## src/design/grid_cell_tetrahedra_indexer_top_macros.svh

```systemverilog
// Assertion macros for the grid cell tetrahedra indexer
`ifndef GRID_CELL_TETRAHEDRA_INDEXER_TOP_MACROS_SVH
`define GRID_CELL_TETRAHEDRA_INDEXER_TOP_MACROS_SVH

// Same-cycle implication, checked on every rising edge outside reset.
`define GCTI_ASSERT_NOW(lbl, ante, cons) \
	lbl: assert property (@(posedge clk) disable iff (!arst_n) (ante) |-> (cons)) \
		else $error("gcti assertion failed");

// Next-cycle implication, checked on every rising edge outside reset.
`define GCTI_ASSERT_NEXT(lbl, ante, cons) \
	lbl: assert property (@(posedge clk) disable iff (!arst_n) (ante) |=> (cons)) \
		else $error("gcti assertion failed");

`endif

```

## src/design/gcti_pkg.sv

```systemverilog
// Shared types, constants and the tetrahedron table of the grid cell indexer
`default_nettype none
package gcti_pkg;

	localparam int MAX_POINTS_DEF = 256;
	localparam int MIN_POINTS     = 2;
	localparam int CFG_RAW_W      = 9;
	localparam int APB_DW         = 32;
	localparam int APB_AW         = 4;
	localparam int COORD_W        = 8;
	localparam int IDX_W          = 24;
	localparam int SLOT_W         = 3;
	localparam int BORDER_W       = 6;
	localparam int VERT_W         = 3;
	localparam int NUM_TETS       = 5;

	localparam logic [SLOT_W-1:0] SLOT_FIRST = '0;
	localparam logic [SLOT_W-1:0] SLOT_LAST  = SLOT_W'(NUM_TETS - 1);

	// border mask bit positions
	localparam int BRD_LEFT   = 0;
	localparam int BRD_RIGHT  = 1;
	localparam int BRD_BOTTOM = 2;
	localparam int BRD_TOP    = 3;
	localparam int BRD_BACK   = 4;
	localparam int BRD_FRONT  = 5;

	typedef enum logic [1:0] {
		REG_POINTS_X = 2'd0,
		REG_POINTS_Y = 2'd1,
		REG_POINTS_Z = 2'd2
	} reg_idx_t;

	typedef struct packed {
		logic [COORD_W-1:0] cell_x;
		logic [COORD_W-1:0] cell_y;
		logic [COORD_W-1:0] cell_z;
	} cell_in_t;

	typedef struct packed {
		logic [IDX_W-1:0]    cell_index;
		logic [SLOT_W-1:0]   tet_slot;
		logic [IDX_W-1:0]    corner_a;
		logic [IDX_W-1:0]    corner_b;
		logic [IDX_W-1:0]    corner_c;
		logic [IDX_W-1:0]    corner_d;
		logic [BORDER_W-1:0] cell_border;
		logic                flip;
		logic                error;
		logic                last;
	} tet_out_t;

	// One resolved cell: even corners of the cell, odd ones are these plus one.
	typedef struct packed {
		logic                err;
		logic [IDX_W-1:0]    cell_index;
		logic [IDX_W-1:0]    b0;
		logic [IDX_W-1:0]    b2;
		logic [IDX_W-1:0]    b4;
		logic [IDX_W-1:0]    b6;
		logic [BORDER_W-1:0] border;
		logic                flip;
	} cell_t;

	// Corner numbers {a,b,c,d} of one tetrahedron of the split.
	function automatic logic [4*VERT_W-1:0] tet_verts(input logic flip,
			input logic [SLOT_W-1:0] slot);
		logic [SLOT_W:0] key;
		logic [4*VERT_W-1:0] v;
		key = {flip, slot};
		case (key)
			4'b0_000: v = {3'd0, 3'd1, 3'd2, 3'd4};
			4'b0_001: v = {3'd1, 3'd3, 3'd2, 3'd7};
			4'b0_010: v = {3'd2, 3'd6, 3'd4, 3'd7};
			4'b0_011: v = {3'd4, 3'd5, 3'd7, 3'd1};
			4'b0_100: v = {3'd2, 3'd4, 3'd1, 3'd7};
			4'b1_000: v = {3'd0, 3'd1, 3'd3, 3'd5};
			4'b1_001: v = {3'd2, 3'd0, 3'd3, 3'd6};
			4'b1_010: v = {3'd7, 3'd4, 3'd3, 3'd6};
			4'b1_011: v = {3'd4, 3'd5, 3'd6, 3'd0};
			4'b1_100: v = {3'd0, 3'd3, 3'd6, 3'd5};
			default:  v = '0;
		endcase
		return v;
	endfunction

endpackage
`default_nettype wire

```

## src/design/gcti_stream_if.sv

```systemverilog
// Valid/ready stream channel carrying one payload item per transaction
`default_nettype none
interface gcti_stream_if #(parameter type data_t = logic);
	logic  valid;
	logic  ready;
	data_t data;

	modport source(output valid, output data, input ready);
	modport sink(input valid, input data, output ready);
endinterface
`default_nettype wire

```

## src/design/gcti_cfg_regs.sv

```systemverilog
// APB register block holding the grid point counts per axis
`default_nettype none
module gcti_cfg_regs import gcti_pkg::*; #(
	parameter int MAX_POINTS_PER_AXIS = MAX_POINTS_DEF,
	localparam int PW = $clog2(MAX_POINTS_PER_AXIS + 1)
) (
	input  wire logic              clk,
	input  wire logic              arst_n,
	input  wire logic              psel,
	input  wire logic              penable,
	input  wire logic              pwrite,
	input  wire logic [APB_AW-1:0] paddr,
	input  wire logic [APB_DW-1:0] pwdata,
	output logic      [APB_DW-1:0] prdata,
	output logic                   pready,
	output logic      [PW-1:0]     points_x,
	output logic      [PW-1:0]     points_y,
	output logic      [PW-1:0]     points_z
);

	localparam int unsigned MAXP = MAX_POINTS_PER_AXIS;
	localparam int unsigned MINP = MIN_POINTS;

	logic [PW-1:0] px_q, py_q, pz_q;
	logic [PW-1:0] wr_val;
	logic          wr_en;
	reg_idx_t      wr_idx;

	function automatic logic [PW-1:0] clamp_pts(input logic [CFG_RAW_W-1:0] v);
		logic [PW-1:0] r;
		if (32'(v) < MINP) begin
			r = PW'(MINP);
		end else if (32'(v) > MAXP) begin
			r = PW'(MAXP);
		end else begin
			r = PW'(v);
		end
		return r;
	endfunction

	assign wr_en  = psel && penable && pwrite;
	assign wr_idx = reg_idx_t'(paddr[3:2]);
	assign wr_val = clamp_pts(pwdata[CFG_RAW_W-1:0]);
	assign pready = 1'b1;

	always_ff @(posedge clk or negedge arst_n) begin
		if (!arst_n) begin
			px_q <= PW'(MINP);
			py_q <= PW'(MINP);
			pz_q <= PW'(MINP);
		end else if (wr_en) begin
			case (wr_idx)
				REG_POINTS_X: px_q <= wr_val;
				REG_POINTS_Y: py_q <= wr_val;
				REG_POINTS_Z: pz_q <= wr_val;
				default: ;
			endcase
		end
	end

	always_comb begin
		case (wr_idx)
			REG_POINTS_X: prdata = APB_DW'(px_q);
			REG_POINTS_Y: prdata = APB_DW'(py_q);
			REG_POINTS_Z: prdata = APB_DW'(pz_q);
			default:      prdata = '0;
		endcase
	end

	assign points_x = px_q;
	assign points_y = py_q;
	assign points_z = pz_q;

endmodule
`default_nettype wire

```

## src/design/gcti_addr_pipe.sv

```systemverilog
// Three-stage pipeline resolving a cell coordinate to corner and cell indices
`default_nettype none
module gcti_addr_pipe import gcti_pkg::*; #(
	parameter int MAX_POINTS_PER_AXIS = MAX_POINTS_DEF,
	localparam int PW = $clog2(MAX_POINTS_PER_AXIS + 1)
) (
	input  wire logic          clk,
	input  wire logic          arst_n,
	input  wire logic [PW-1:0] points_x,
	input  wire logic [PW-1:0] points_y,
	input  wire logic [PW-1:0] points_z,
	gcti_stream_if.sink        cell_in,
	output cell_t              cell_o,
	output logic               cell_v,
	input  wire logic          cell_rdy
);

	localparam int CW = (PW > COORD_W) ? PW : COORD_W;

	// stage 1: bounds, border, flip, products of y and of the config
	logic               v_s1, err_s1, flip_s1;
	logic [COORD_W-1:0] x_s1, z_s1;
	logic [BORDER_W-1:0] border_s1;
	logic [IDX_W-1:0]   yrow_s1, ycol_s1, row_s1, slice_s1, cslice_s1;
	// stage 2: products of z, partial sums
	logic               v_s2, err_s2, flip_s2;
	logic [BORDER_W-1:0] border_s2;
	logic [IDX_W-1:0]   zs_s2, zs1_s2, zc_s2, yr0_s2, yr2_s2, cip_s2;
	// stage 3: resolved cell
	logic               v_s3;
	cell_t              cell_s3;

	logic rdy1, rdy2, rdy3;
	logic [PW-1:0] nx1, ny1, nz1;
	logic [CW:0]   xe, ye, ze, nx1e, ny1e, nz1e;
	logic          err_c;
	logic [BORDER_W-1:0] border_c;

	assign rdy3 = !v_s3 || cell_rdy;
	assign rdy2 = !v_s2 || rdy3;
	assign rdy1 = !v_s1 || rdy2;
	assign cell_in.ready = rdy1;

	always_comb begin
		nx1  = points_x - PW'(1);
		ny1  = points_y - PW'(1);
		nz1  = points_z - PW'(1);
		xe   = (CW+1)'(cell_in.data.cell_x);
		ye   = (CW+1)'(cell_in.data.cell_y);
		ze   = (CW+1)'(cell_in.data.cell_z);
		nx1e = (CW+1)'(nx1);
		ny1e = (CW+1)'(ny1);
		nz1e = (CW+1)'(nz1);
		err_c = (xe >= nx1e) || (ye >= ny1e) || (ze >= nz1e);
		border_c = '0;
		border_c[BRD_LEFT]   = (xe == '0);
		border_c[BRD_RIGHT]  = (xe + (CW+1)'(1) == nx1e);
		border_c[BRD_BOTTOM] = (ye == '0);
		border_c[BRD_TOP]    = (ye + (CW+1)'(1) == ny1e);
		border_c[BRD_BACK]   = (ze == '0);
		border_c[BRD_FRONT]  = (ze + (CW+1)'(1) == nz1e);
	end

	always_ff @(posedge clk or negedge arst_n) begin
		if (!arst_n) begin
			v_s1 <= 1'b0;
			v_s2 <= 1'b0;
			v_s3 <= 1'b0;
		end else begin
			if (rdy1) v_s1 <= cell_in.valid;
			if (rdy2) v_s2 <= v_s1;
			if (rdy3) v_s3 <= v_s2;
		end
	end

	always_ff @(posedge clk) begin
		if (rdy1) begin
			err_s1    <= err_c;
			flip_s1   <= err_c ? 1'b0 :
				(cell_in.data.cell_x[0] ^ cell_in.data.cell_y[0] ^ cell_in.data.cell_z[0]);
			border_s1 <= err_c ? '0 : border_c;
			x_s1      <= cell_in.data.cell_x;
			z_s1      <= cell_in.data.cell_z;
			yrow_s1   <= IDX_W'(cell_in.data.cell_y) * IDX_W'(points_x);
			ycol_s1   <= IDX_W'(cell_in.data.cell_y) * IDX_W'(nx1);
			row_s1    <= IDX_W'(points_x);
			slice_s1  <= IDX_W'(points_x) * IDX_W'(points_y);
			cslice_s1 <= IDX_W'(nx1) * IDX_W'(ny1);
		end
		if (rdy2) begin
			err_s2    <= err_s1;
			flip_s2   <= flip_s1;
			border_s2 <= border_s1;
			zs_s2     <= IDX_W'(z_s1) * slice_s1;
			zs1_s2    <= (IDX_W'(z_s1) + IDX_W'(1)) * slice_s1;
			zc_s2     <= IDX_W'(z_s1) * cslice_s1;
			yr0_s2    <= yrow_s1 + IDX_W'(x_s1);
			yr2_s2    <= yrow_s1 + row_s1 + IDX_W'(x_s1);
			cip_s2    <= ycol_s1 + IDX_W'(x_s1);
		end
		if (rdy3) begin
			cell_s3.err    <= err_s2;
			cell_s3.border <= border_s2;
			cell_s3.flip   <= flip_s2;
			if (err_s2) begin
				cell_s3.cell_index <= '0;
				cell_s3.b0 <= '0;
				cell_s3.b2 <= '0;
				cell_s3.b4 <= '0;
				cell_s3.b6 <= '0;
			end else begin
				cell_s3.cell_index <= zc_s2 + cip_s2;
				cell_s3.b0 <= zs_s2 + yr0_s2;
				cell_s3.b2 <= zs_s2 + yr2_s2;
				cell_s3.b4 <= zs1_s2 + yr0_s2;
				cell_s3.b6 <= zs1_s2 + yr2_s2;
			end
		end
	end

	assign cell_o = cell_s3;
	assign cell_v = v_s3;

endmodule
`default_nettype wire

```

## src/design/gcti_tet_emit.sv

```systemverilog
// Cell holding register and output register issuing a cell's five tetrahedra, or one error result
`default_nettype none
module gcti_tet_emit import gcti_pkg::*; (
	input  wire logic  clk,
	input  wire logic  arst_n,
	input  wire cell_t cell_i,
	input  wire logic  cell_v,
	output logic       cell_rdy,
	gcti_stream_if.source tet_out
);

	cell_t             cell_q;
	logic              hold_q;
	logic [SLOT_W-1:0] slot_q;
	logic              out_v_q;
	tet_out_t          out_q;

	logic              load, emit, last_now;
	logic [4*VERT_W-1:0] verts;
	tet_out_t          nxt;

	function automatic logic [IDX_W-1:0] corner_of(input cell_t c,
			input logic [VERT_W-1:0] s);
		logic [IDX_W-1:0] b;
		b = s[2] ? (s[1] ? c.b6 : c.b4) : (s[1] ? c.b2 : c.b0);
		return b + IDX_W'(s[0]);
	endfunction

	assign load     = !out_v_q || tet_out.ready;
	assign emit     = hold_q && load;
	assign last_now = cell_q.err || (slot_q == SLOT_LAST);
	assign cell_rdy = !hold_q || (emit && last_now);

	always_comb begin
		verts = tet_verts(cell_q.flip, slot_q);
		nxt   = '0;
		if (cell_q.err) begin
			nxt.error = 1'b1;
			nxt.last  = 1'b1;
		end else begin
			nxt.cell_index  = cell_q.cell_index;
			nxt.tet_slot    = slot_q;
			nxt.corner_a    = corner_of(cell_q, verts[4*VERT_W-1:3*VERT_W]);
			nxt.corner_b    = corner_of(cell_q, verts[3*VERT_W-1:2*VERT_W]);
			nxt.corner_c    = corner_of(cell_q, verts[2*VERT_W-1:VERT_W]);
			nxt.corner_d    = corner_of(cell_q, verts[VERT_W-1:0]);
			nxt.cell_border = cell_q.border;
			nxt.flip        = cell_q.flip;
			nxt.last        = (slot_q == SLOT_LAST);
		end
	end

	always_ff @(posedge clk or negedge arst_n) begin
		if (!arst_n) begin
			hold_q  <= 1'b0;
			slot_q  <= SLOT_FIRST;
			out_v_q <= 1'b0;
		end else begin
			if (load) out_v_q <= hold_q;
			// take a new cell once the held one has issued its final result
			if (cell_rdy) begin
				hold_q <= cell_v;
				slot_q <= SLOT_FIRST;
			end else if (emit) begin
				slot_q <= slot_q + SLOT_W'(1);
			end
		end
	end

	always_ff @(posedge clk) begin
		if (cell_rdy) cell_q <= cell_i;
		if (emit) out_q <= nxt;
	end

	assign tet_out.valid = out_v_q;
	assign tet_out.data  = out_q;

endmodule
`default_nettype wire

```

## src/design/grid_cell_tetrahedra_indexer_top.sv

```systemverilog
// Top level of the grid cell five-tetrahedra indexer
// Takes one grid cell (cell_x, cell_y, cell_z) per transaction and returns the five
// tetrahedra that split it, slots 0 to 4 in order, each as four global point indices
// together with the cell index, border mask and checkerboard flip; a cell outside the
// grid gives one result with error and last set and all other fields zero. A valid
// cell occupies the result channel for five transfers and an out-of-range cell for one;
// the channel moves one tetrahedron per cycle while tet_out.ready is held high, and input
// is taken back to back while earlier cells are still resolving. Each cell passes three
// address stages (bounds and y products, z products, final sums), the cell holding
// register and the output register before its first result. Point counts per axis are
// written over APB at 0x0, 0x4, 0x8 (clamped to 2..MAX_POINTS_PER_AXIS, reset 2) and
// should only be changed while no cell is in flight.
`default_nettype none
`include "grid_cell_tetrahedra_indexer_top_macros.svh"
module grid_cell_tetrahedra_indexer_top import gcti_pkg::*; #(
	parameter int MAX_POINTS_PER_AXIS = MAX_POINTS_DEF
) (
	input  wire logic              clk,
	input  wire logic              arst_n,
	input  wire logic              psel,
	input  wire logic              penable,
	input  wire logic              pwrite,
	input  wire logic [APB_AW-1:0] paddr,
	input  wire logic [APB_DW-1:0] pwdata,
	output logic      [APB_DW-1:0] prdata,
	output logic                   pready,
	gcti_stream_if.sink            cell_in,
	gcti_stream_if.source          tet_out
);

	localparam int PW = $clog2(MAX_POINTS_PER_AXIS + 1);
	localparam int unsigned MAXP = MAX_POINTS_PER_AXIS;

	logic [PW-1:0] points_x, points_y, points_z;
	cell_t         cell_res;
	logic          cell_v, cell_rdy;

	gcti_cfg_regs #(.MAX_POINTS_PER_AXIS(MAX_POINTS_PER_AXIS)) u_cfg (
		.clk      (clk),
		.arst_n   (arst_n),
		.psel     (psel),
		.penable  (penable),
		.pwrite   (pwrite),
		.paddr    (paddr),
		.pwdata   (pwdata),
		.prdata   (prdata),
		.pready   (pready),
		.points_x (points_x),
		.points_y (points_y),
		.points_z (points_z)
	);

	gcti_addr_pipe #(.MAX_POINTS_PER_AXIS(MAX_POINTS_PER_AXIS)) u_pipe (
		.clk      (clk),
		.arst_n   (arst_n),
		.points_x (points_x),
		.points_y (points_y),
		.points_z (points_z),
		.cell_in  (cell_in),
		.cell_o   (cell_res),
		.cell_v   (cell_v),
		.cell_rdy (cell_rdy)
	);

	gcti_tet_emit u_emit (
		.clk      (clk),
		.arst_n   (arst_n),
		.cell_i   (cell_res),
		.cell_v   (cell_v),
		.cell_rdy (cell_rdy),
		.tet_out  (tet_out)
	);

	// a non-final tetrahedron is followed at once by the next slot of the same cell
	`GCTI_ASSERT_NEXT(a_slot_advance, tet_out.valid && tet_out.ready && !tet_out.data.last, tet_out.valid && tet_out.data.tet_slot == SLOT_W'($past(tet_out.data.tet_slot) + SLOT_W'(1)))
	// after the final result of a cell the next result starts at slot zero
	`GCTI_ASSERT_NEXT(a_slot_restart, tet_out.valid && tet_out.ready && tet_out.data.last, !tet_out.valid || tet_out.data.tet_slot == SLOT_FIRST)
	// point counts stay within the clamped range
	`GCTI_ASSERT_NOW(a_cfg_range, 1'b1, 32'(points_x) >= 32'(MIN_POINTS) && 32'(points_x) <= MAXP && 32'(points_y) >= 32'(MIN_POINTS) && 32'(points_y) <= MAXP && 32'(points_z) >= 32'(MIN_POINTS) && 32'(points_z) <= MAXP)

endmodule
`default_nettype wire

```

## src/flat_wrapper.sv

```systemverilog
// flat-port wrapper written by rule: the top's interface ports become plain ports
module grid_cell_tetrahedra_indexer_top_flat import gcti_pkg::*;
#(
	parameter int MAX_POINTS_PER_AXIS = MAX_POINTS_DEF
)
  (clk, arst_n, psel, penable, pwrite, paddr, pwdata, prdata, pready, cell_in_valid, cell_in_data, cell_in_ready, tet_out_valid, tet_out_data, tet_out_ready);
  gcti_stream_if #(.data_t(cell_in_t)) cell_in_i ();
  gcti_stream_if #(.data_t(tet_out_t)) tet_out_i ();
  input  wire logic clk;
  input  wire logic arst_n;
  input  wire logic psel;
  input  wire logic penable;
  input  wire logic pwrite;
  input  wire logic [APB_AW-1:0] paddr;
  input  wire logic [APB_DW-1:0] pwdata;
  output logic      [APB_DW-1:0] prdata;
  output logic pready;
  input wire logic [$bits(cell_in_i.valid)-1:0] cell_in_valid;
  input wire logic [$bits(cell_in_i.data)-1:0] cell_in_data;
  output wire logic [$bits(cell_in_i.ready)-1:0] cell_in_ready;
  output wire logic [$bits(tet_out_i.valid)-1:0] tet_out_valid;
  output wire logic [$bits(tet_out_i.data)-1:0] tet_out_data;
  input wire logic [$bits(tet_out_i.ready)-1:0] tet_out_ready;
  assign cell_in_i.valid = cell_in_valid;
  assign cell_in_i.data = cell_in_data;
  assign cell_in_ready = cell_in_i.ready;
  assign tet_out_valid = tet_out_i.valid;
  assign tet_out_data = tet_out_i.data;
  assign tet_out_i.ready = tet_out_ready;
  grid_cell_tetrahedra_indexer_top #(.MAX_POINTS_PER_AXIS(MAX_POINTS_PER_AXIS)) u_core (.clk(clk), .arst_n(arst_n), .psel(psel), .penable(penable), .pwrite(pwrite), .paddr(paddr), .pwdata(pwdata), .prdata(prdata), .pready(pready), .cell_in(cell_in_i), .tet_out(tet_out_i));
endmodule
```

## config.mk

```make
export PLATFORM = sky130hd
export DESIGN_NAME = grid_cell_tetrahedra_indexer_top_flat
export DESIGN_NICKNAME = d
export VERILOG_FILES = /design/src/design/gcti_pkg.sv /design/src/design/gcti_stream_if.sv /design/src/design/gcti_cfg_regs.sv /design/src/design/gcti_addr_pipe.sv /design/src/design/gcti_tet_emit.sv /design/src/design/grid_cell_tetrahedra_indexer_top.sv /design/src/flat_wrapper.sv
export VERILOG_INCLUDE_DIRS = /design/src /design/src/design
export SDC_FILE = /design/constraint.sdc
export NUM_CORES = 2
export LEC_CHECK = 0
export ABC_CLOCK_PERIOD_IN_PS = 5800
export BUFFER_PORTS_ARGS = -buffer_cell sky130_fd_sc_hd__buf_4
export CORE_MARGIN = 5
export CORE_UTILIZATION = 30
export DETAILED_ROUTE_END_ITERATION = 10
export GPL_TIMING_DRIVEN = 0
export PLACE_DENSITY = 0.56
export SYNTH_ARGS = -nofsm -noshare
export SYNTH_HDL_FRONTEND = slang
export SYNTH_SLANG_ARGS = --single-unit
```

## constraint.sdc

```tcl
create_clock -name clk -period 5.8 [get_ports clk]
set_input_delay 0.58 -clock clk [delete_from_list [all_inputs] [get_ports clk]]
set_output_delay 0.58 -clock clk [all_outputs]
set_load 0.02 [all_outputs]
```

# Word level (Yosys, flattened, before mapping)
# Memories as Yosys holds them, arrays and structs flattened.
# Index checks and enable logic that the tools add are counted.
# word_totals
elab_cells	139
register_bits	678
romBits	192
input_bits	67
out_inout_bits	167
n_memories	1
# op_classes
n_eq_ne	6
mul	7
add_sub_neg	21
mux	18
n_reduce_logical	25
bitwise_logic	2
order_cmp	5
# mem_list
memory	words	width	rd	rd_ports_with_merged_regs	wr	line_no	rtl
(no name shown)	16	12	1	0	0	gcti_pkg.sv:71	case (key)
# op_table
operator	n
2-to-1 mux 24 bit	12
adder 24 bit	5
adder 24 x 1 -> 24 bit	4
multiplier 8 x 18 -> 24 bit	2
adder 17 x 8 -> 18 bit	2
adder 8 x 1 -> 9 bit (second input constant)	4
multiplier 9 x 9 -> 18 bit	2
multiplier 8 x 9 -> 17 bit	2
equality test 9 bit	3
>= comparator 8 x 9 -> 1 bit	3
case mux 9 bit (3 select lines)	1
subtractor 9 x 1 -> 9 bit (second input constant)	3
logical NOT 8 bit	3
multiplier 9 x 18 -> 24 bit	1
adder 18 x 8 -> 19 bit	1
adder 17 x 9 -> 18 bit	1
2-to-1 mux 9 bit	2
greater-than comparator 9 bit (second input constant)	1
< comparator 9 x 2 -> 1 bit (second input constant)	1
logical OR 1 bit	8
2-to-1 mux 3 bit	2
AND reduction 2 bit	3
logical NOT 1 bit	5
logical AND 1 bit	4
other kinds (8)	9

# Depth between registers and ports, before layout
# logic_depth
depth_word	8
mapped_depth	24
mapped_depth_nobuf	23

# Cells and area by module
# Synthesis repeated with hierarchy kept, for this count alone.
# hier_totals
cells_unflattened	5725
area_unflattened_um2	59031.6
# modules_own_cells
mod	cells_per_inst	seq_area_each_um2	area_per_inst_um2	n_inst
gcti_addr_pipe	4323	11035.6	42457.0	1
gcti_tet_emit	1273	7932.6	15089.5	1
gcti_cfg_regs	129	679.4	1485.2	1

# Worst setup path after synthesis
# No wires, ideal clock.
# synth_path
path_type	register to register
startpoint	reg u_core.u_emit.slot_q[1]
endpoint	reg u_core.u_pipe.border_s1[0], enable pin
t_arrival_ns	4.280
stages_incl_launch_ff	7
slack_ns	0.027
setup_time_ns	1.493
t_required_ns	4.307
synth_period_minus_slack_ns	5.773
n_path_buf	1
cell_sequence	dfrtp_1 -> inv_1 -> ha_1 -> buf_6 -> a21oi_1 -> o21a_1 -> nand4_1
# synth_via
elab_chain_cells	7
# synth_rtl
element	line_no	rtl
start: declaration	gcti_tet_emit.sv:14	logic [SLOT_W-1:0] slot_q;
start signal: assignment	gcti_tet_emit.sv:65	slot_q <= slot_q + SLOT_W'(1);
equality test 3 bit	gcti_tet_emit.sv:31	assign last_now = cell_q.err || (slot_q == SLOT_LAST);
logical OR 1 bit	gcti_tet_emit.sv:31	
logical AND 1 bit	gcti_tet_emit.sv:32	assign cell_rdy = !hold_q || (emit && last_now);
logical OR 1 bit	gcti_tet_emit.sv:32	
logical OR 1 bit	gcti_addr_pipe.sv:39	assign rdy3 = !v_s3 || cell_rdy;
logical OR 1 bit	gcti_addr_pipe.sv:40	assign rdy2 = !v_s2 || rdy3;
logical OR 1 bit	gcti_addr_pipe.sv:41	assign rdy1 = !v_s1 || rdy2;
named net cell_in_ready	flat_wrapper.sv:20	output wire logic [$bits(cell_in_i.ready)-1:0] cell_in_ready;
end signal: assignment	gcti_addr_pipe.sv:81	border_s1 <= err_c ? '0 : border_c;
end: declaration	gcti_addr_pipe.sv:23	logic [BORDER_W-1:0] border_s1;
# The timed path passes the listed nets, and every way through them passes these cells.
# A chain may end at the register's enable or synchronous reset.

# Final worst setup path
# layout_path
startpoint	reg u_core.u_pipe.z_s1[0]
endpoint	reg u_core.u_pipe.zs1_s2[23], data pin
# layout_via
elab_chain_cells	2
# layout_rtl
element	line_no	rtl
start: declaration	gcti_addr_pipe.sv:22	logic [COORD_W-1:0] x_s1, z_s1;
start signal: assignment	gcti_addr_pipe.sv:83	z_s1 <= cell_in.data.cell_z;
adder 8 x 1 -> 9 bit	gcti_addr_pipe.sv:95	zs1_s2 <= (IDX_W'(z_s1) + IDX_W'(1)) * slice_s1;
multiplier 9 x 18 -> 24 bit	gcti_addr_pipe.sv:95	
end signal: assignment	gcti_addr_pipe.sv:95	
end: declaration	gcti_addr_pipe.sv:28	logic [IDX_W-1:0] zs_s2, zs1_s2, zc_s2, yr0_s2, yr2_s2, cip_s2;
# No other way between the ends.

==> metrics.md <==
| Metric | Value |
|---|---|
| Run status | complete, but fails checks |
| Violations in the final reports | setup timing |
| Count of input and output buffers | 184 |
| Worst clock skew | 0.0405 ns |
| Drt pass-1 iters | 6 |
| Height of the chip | 447 um |
| Count of vias placed by the detailed router | 40.1k |
| Clock root cell | clkbuf_16 |
| Mean number of vias per cell | 4.79 |
| Horizontal die dimension | 447 um |
| Max Fclk | 0.171 GHz |
| Unrepaired setup endpoints after global routing | yes |
| GRT busiest layer | met2 |
| Antenna viol nets, final | 0 |
| Global routing met3 resource utilization | 2.18% |
| Pin count of the biggest net entering global routing | 99 |
| Sum Neg Setup Slack | -0.0522 ns |
| Number of global-route vias before repair | 40.9k |
| Final-stage net count | 6,795 |
| Maximum buffer depth of the clock tree | 3 |
| Leading register cell type out of synthesis | edfxtp_1 |
| Met1 track utilization from global routing | 21.5% |
| CP Capture Type | flop |
| Initial Utilization | 30.1% |
| Sequential fraction of the synthesis area | 34.3% |
| Measured slew at the worst slew-check pin | 1.36 ns |
| Clock insertion delay at the later pin of the skew report | 0.70 ns |
| Maximum net fanout on the critical path | 6 |
| Count of synthesis-stage warnings from yosys | 0 |
| Boundary Pins | 234 |
| Average cell area after synthesis | 10.5 um2 |
| Area growth from synthesis to layout | 16.2% |
| CORE AREA | 190,000 um2 |
| Sinks on the clock net | 660 |
| First-pass GRT wire length | 244,000 um |
| Buffers and inverters on the worst path | 5 |
| Worst slew margin relative to its limit | 9.03% |
| Die area | 200,000 um2 |
| Routed wire length | 160,000 um |
| Path class of the lowest-slack min-delay path | in2reg |
| Classification of the worst setup path | reg2reg |
| Wirelength per Cell | 19.1 um |
| TritonCTS clock tree | built |
| Overflow after GRT | 0 |
| Gate family responsible for the most delay along the worst path | adder cells |
| Number of antenna violations at the first check in global routing | 5 |
| Cells along the critical path | and3_4, nand3_4, nor2_4, xor2_4, buf_8, nand2_4, fa_1, fa_1, inv_1, fa_1, inv_1, fa_1, inv_2, ha_4, nand3_2, o211ai_1, o211ai_1, buf_4, a31oi_4, or4b_4, a31o_4, a21oi_4, xnor2_4 |
| Post-CTS clock slew at the launch and capture registers of the worst setup and hold paths | 0.06 ns |
| Number of max-cap violations | 0 |
| Fraction of registers with async set/reset | 5.30% |
| Critical path startpoint category | flop |
| Required time worst endpoint | 6.22 ns |
| #FFs+latches synth | 660 |
| Number of enable-type register cells in the synthesized netlist | 625 |
| GP Congestion | 0.899 |
| CTS H-tree lvls | 3 |
| GR met2 Demand/Resource | 26.6% |
| Proportion of layout cells with a drive suffix above 1 | 13.6% |
| Slowest cell on crit path | or4b_4 |
| Shortest period the worst path allows | 5.84 ns |
| Cell Area, Synth | 57,200 um2 |
| Worst Setup Slack, final | -0.0375 ns |
| Row count | 160 |
| Number of buffers added by the clock tree synthesis step | 75 |
| HPWL after detailed placement | 129,000 um |
| Worst endpoint data arrival time | 6.25 ns |
| Fin crit share | 101% |
| DRC marker count from the first detailed-route iteration | 2,580 |
| Remaining design rule violation count | 0 |
| Largest stage delay on the critical path | 0.51 ns |
| Cell count after synthesis | 5,433 |
| Final number of hold-violating endpoints | 0 |
| Total routing resource utilization after global routing | 15.8% |
| Most repeated library cell on the critical path | fa_1 |
| Final slew viol count | 0 |
| Total of endpoints with negative setup slack in the final report | 2 |
| Cell variety after synth | 90 |
cell usage in the layout, fill, tap and decap left out, types with 15 or more instances in the layout:
master	count
a211oi_1	33
a21boi_0	20
a21o_1	54
a21oi_1	164
a31oi_1	15
and2_1	317
and3_1	28
buf_2	16
buf_4	289
clkbuf_1	99
clkbuf_16	79
clkbuf_2	34
conb_1	24
dfrtp_1	26
edfxtp_1	625
fa_1	501
ha_1	413
inv_1	646
mux2_2	78
mux2i_1	107
mux4_2	41
nand2_1	522
nand2b_1	52
nand3_1	84
nand4_1	37
nor2_1	377
nor2b_1	107
nor3_1	83
nor4_1	16
o21a_1	35
o21ai_0	138
o21bai_1	16
o31ai_1	23
or2_2	24
or3_1	27
xnor2_1	194
xor2_1	124
sequential cells by signal (all words and copies together), names as in the netlist, 17 cells and up:
name / flops
u_core.u_emit.tet_out.data: 132
u_core.u_pipe.cell_o: 128
u_core.u_pipe.zs1_s2: 24
u_core.u_pipe.ycol_s1: 17
u_core.u_pipe.cip_s2: 18
u_core.u_pipe.zc_s2: 24
u_core.u_pipe.yrow_s1: 17
u_core.u_pipe.yr2_s2: 18
u_core.u_pipe.zs_s2: 24
u_core.u_pipe.yr0_s2: 18
u_core.u_emit.cell_q: 128
u_core.u_pipe.cslice_s1: 18
u_core.u_pipe.slice_s1: 18
worst register-to-register path: stages, from the launching register on:
cell and delay, ns:
edfxtp_1 0.47, and3_4 0.25, nand3_4 0.12, nor2_4 0.19, xor2_4 0.22, buf_8 0.16, nand2_4 0.05, fa_1 0.49
fa_1 0.49, inv_1 0.05, fa_1 0.47, inv_1 0.05, fa_1 0.49, inv_2 0.04, ha_4 0.23, nand3_2 0.08
o211ai_1 0.18, o211ai_1 0.23, buf_4 0.17, a31oi_4 0.10, or4b_4 0.51, a31o_4 0.25, a21oi_4 0.19, xnor2_4 0.11
worst paths after layout:
| check | start | to | slack [ns] | cells after the start |
|---|---|---|---|---|
| worst max register to register | u_core.u_pipe.z_s1[0] | u_core.u_pipe.zs1_s2[23] | -0.04 | 23 |
| worst min-delay path | cell_in_valid | u_core.u_pipe.v_s1 | 0.07 | 2 |
| min in group asynchronous | arst_n | u_core.u_pipe.v_s1 | 0.47 | 2 |
| max in group asynchronous | arst_n | u_core.u_cfg.points_y[0] | 4.86 | 2 |
| worst max-delay path | u_core.u_pipe.z_s1[0] | u_core.u_pipe.zs1_s2[23] | -0.04 | 23 |
| worst min register to register | u_core.u_pipe.cell_o[23] | u_core.u_emit.cell_q[23] | 0.40 | 0 |
layer usage:
layer	routed length, um	vias to the layer above
li1	-	18977
met1	72300	19781
met2	75100	1053
met3	8060	257
met4	4830	0
met5	0	-
cells in the mapped netlist, types with 30 or more instances:
cell type,instances,area share (%)
a211oi_1,36,0.47
a21o_1,54,0.71
a21oi_1,172,1.5
and2_1,321,3.5
and3_1,30,0.33
buf_4,33,0.43
clkbuf_1,155,1.0
dfrtp_1,32,1.4
edfxtp_1,625,33
fa_1,501,18
ha_1,429,9.4
inv_1,651,4.3
mux2_2,78,1.5
mux2i_1,107,1.9
mux4_2,41,1.6
nand2_1,526,3.4
nand2b_1,52,0.57
nand3_1,90,0.79
nand4_1,37,0.40
nor2_1,380,2.5
nor2b_1,107,1.2
nor3_1,85,0.74
o21a_1,35,0.46
o21ai_0,147,1.3
xnor2_1,207,3.2
xor2_1,139,2.1
stage by stage:
step | cells | setup WS (ns) | utilization [%] | cell area, um2 | hold WS (ns)
floorplan | 5455 | 0.0272 | - | 57300 | 0.284
global placement | 8150 | -2.73 | 32.6 | 61800 | 0.403
detailed placement | 8162 | -2.73 | 32.7 | 62100 | 0.405
CTS | 8338 | 0.00451 | 34.7 | 65800 | 0.0128
global route | 8372 | -0.204 | 35.0 | 66500 | 0.0582
finish | 8373 | -0.0375 | 35.0 | 66500 | 0.0746
cell families after synthesis:
| logic type | Yosys count | share of synthesized area (%) |
|---|---|---|
| AO/OA/AOI/OAI | 622 | 6.98 |
| AND/OR/NAND/NOR | 1771 | 15.3 |
| flip-flops | 660 | 34.3 |
| XOR/XNOR | 346 | 5.29 |
| buffers and inverters | 876 | 6.13 |
| adder cells (fa/ha/maj) | 930 | 26.9 |
| multiplexers | 226 | 5.02 |
| other | 2 | 0.0131 |
layout make-up:
| cell class | count | area, um2 |
|---|---|---|
| Fill cell | 18894 | 123000 |
| Multi-Input combinational cell | 3919 | 35100 |
| Sequential cell | 660 | 19700 |
| Tap cell | 2511 | 3140 |
| Inverter | 659 | 2510 |
| Timing Repair Buffer | 275 | 2270 |
| Clock buffer | 90 | 1960 |
| Buffer | 208 | 1240 |
| Clock inverter | 50 | 658 |
| Antenna cell | 1 | 2.50 |
repair_timing:
item	4_1_cts	5_1_grt
endpoints found under the hold margin	32	0
setup buffers	41	35
hold buffers	1	0
gates cloned	1	1
setup endpoints to repair	60	25
resized for setup	183	109
pin swaps	37	44
Power is left out: the tool's default activity adds up to more than one toggle a clock period on the data nets, which glitch-free logic cannot reach.
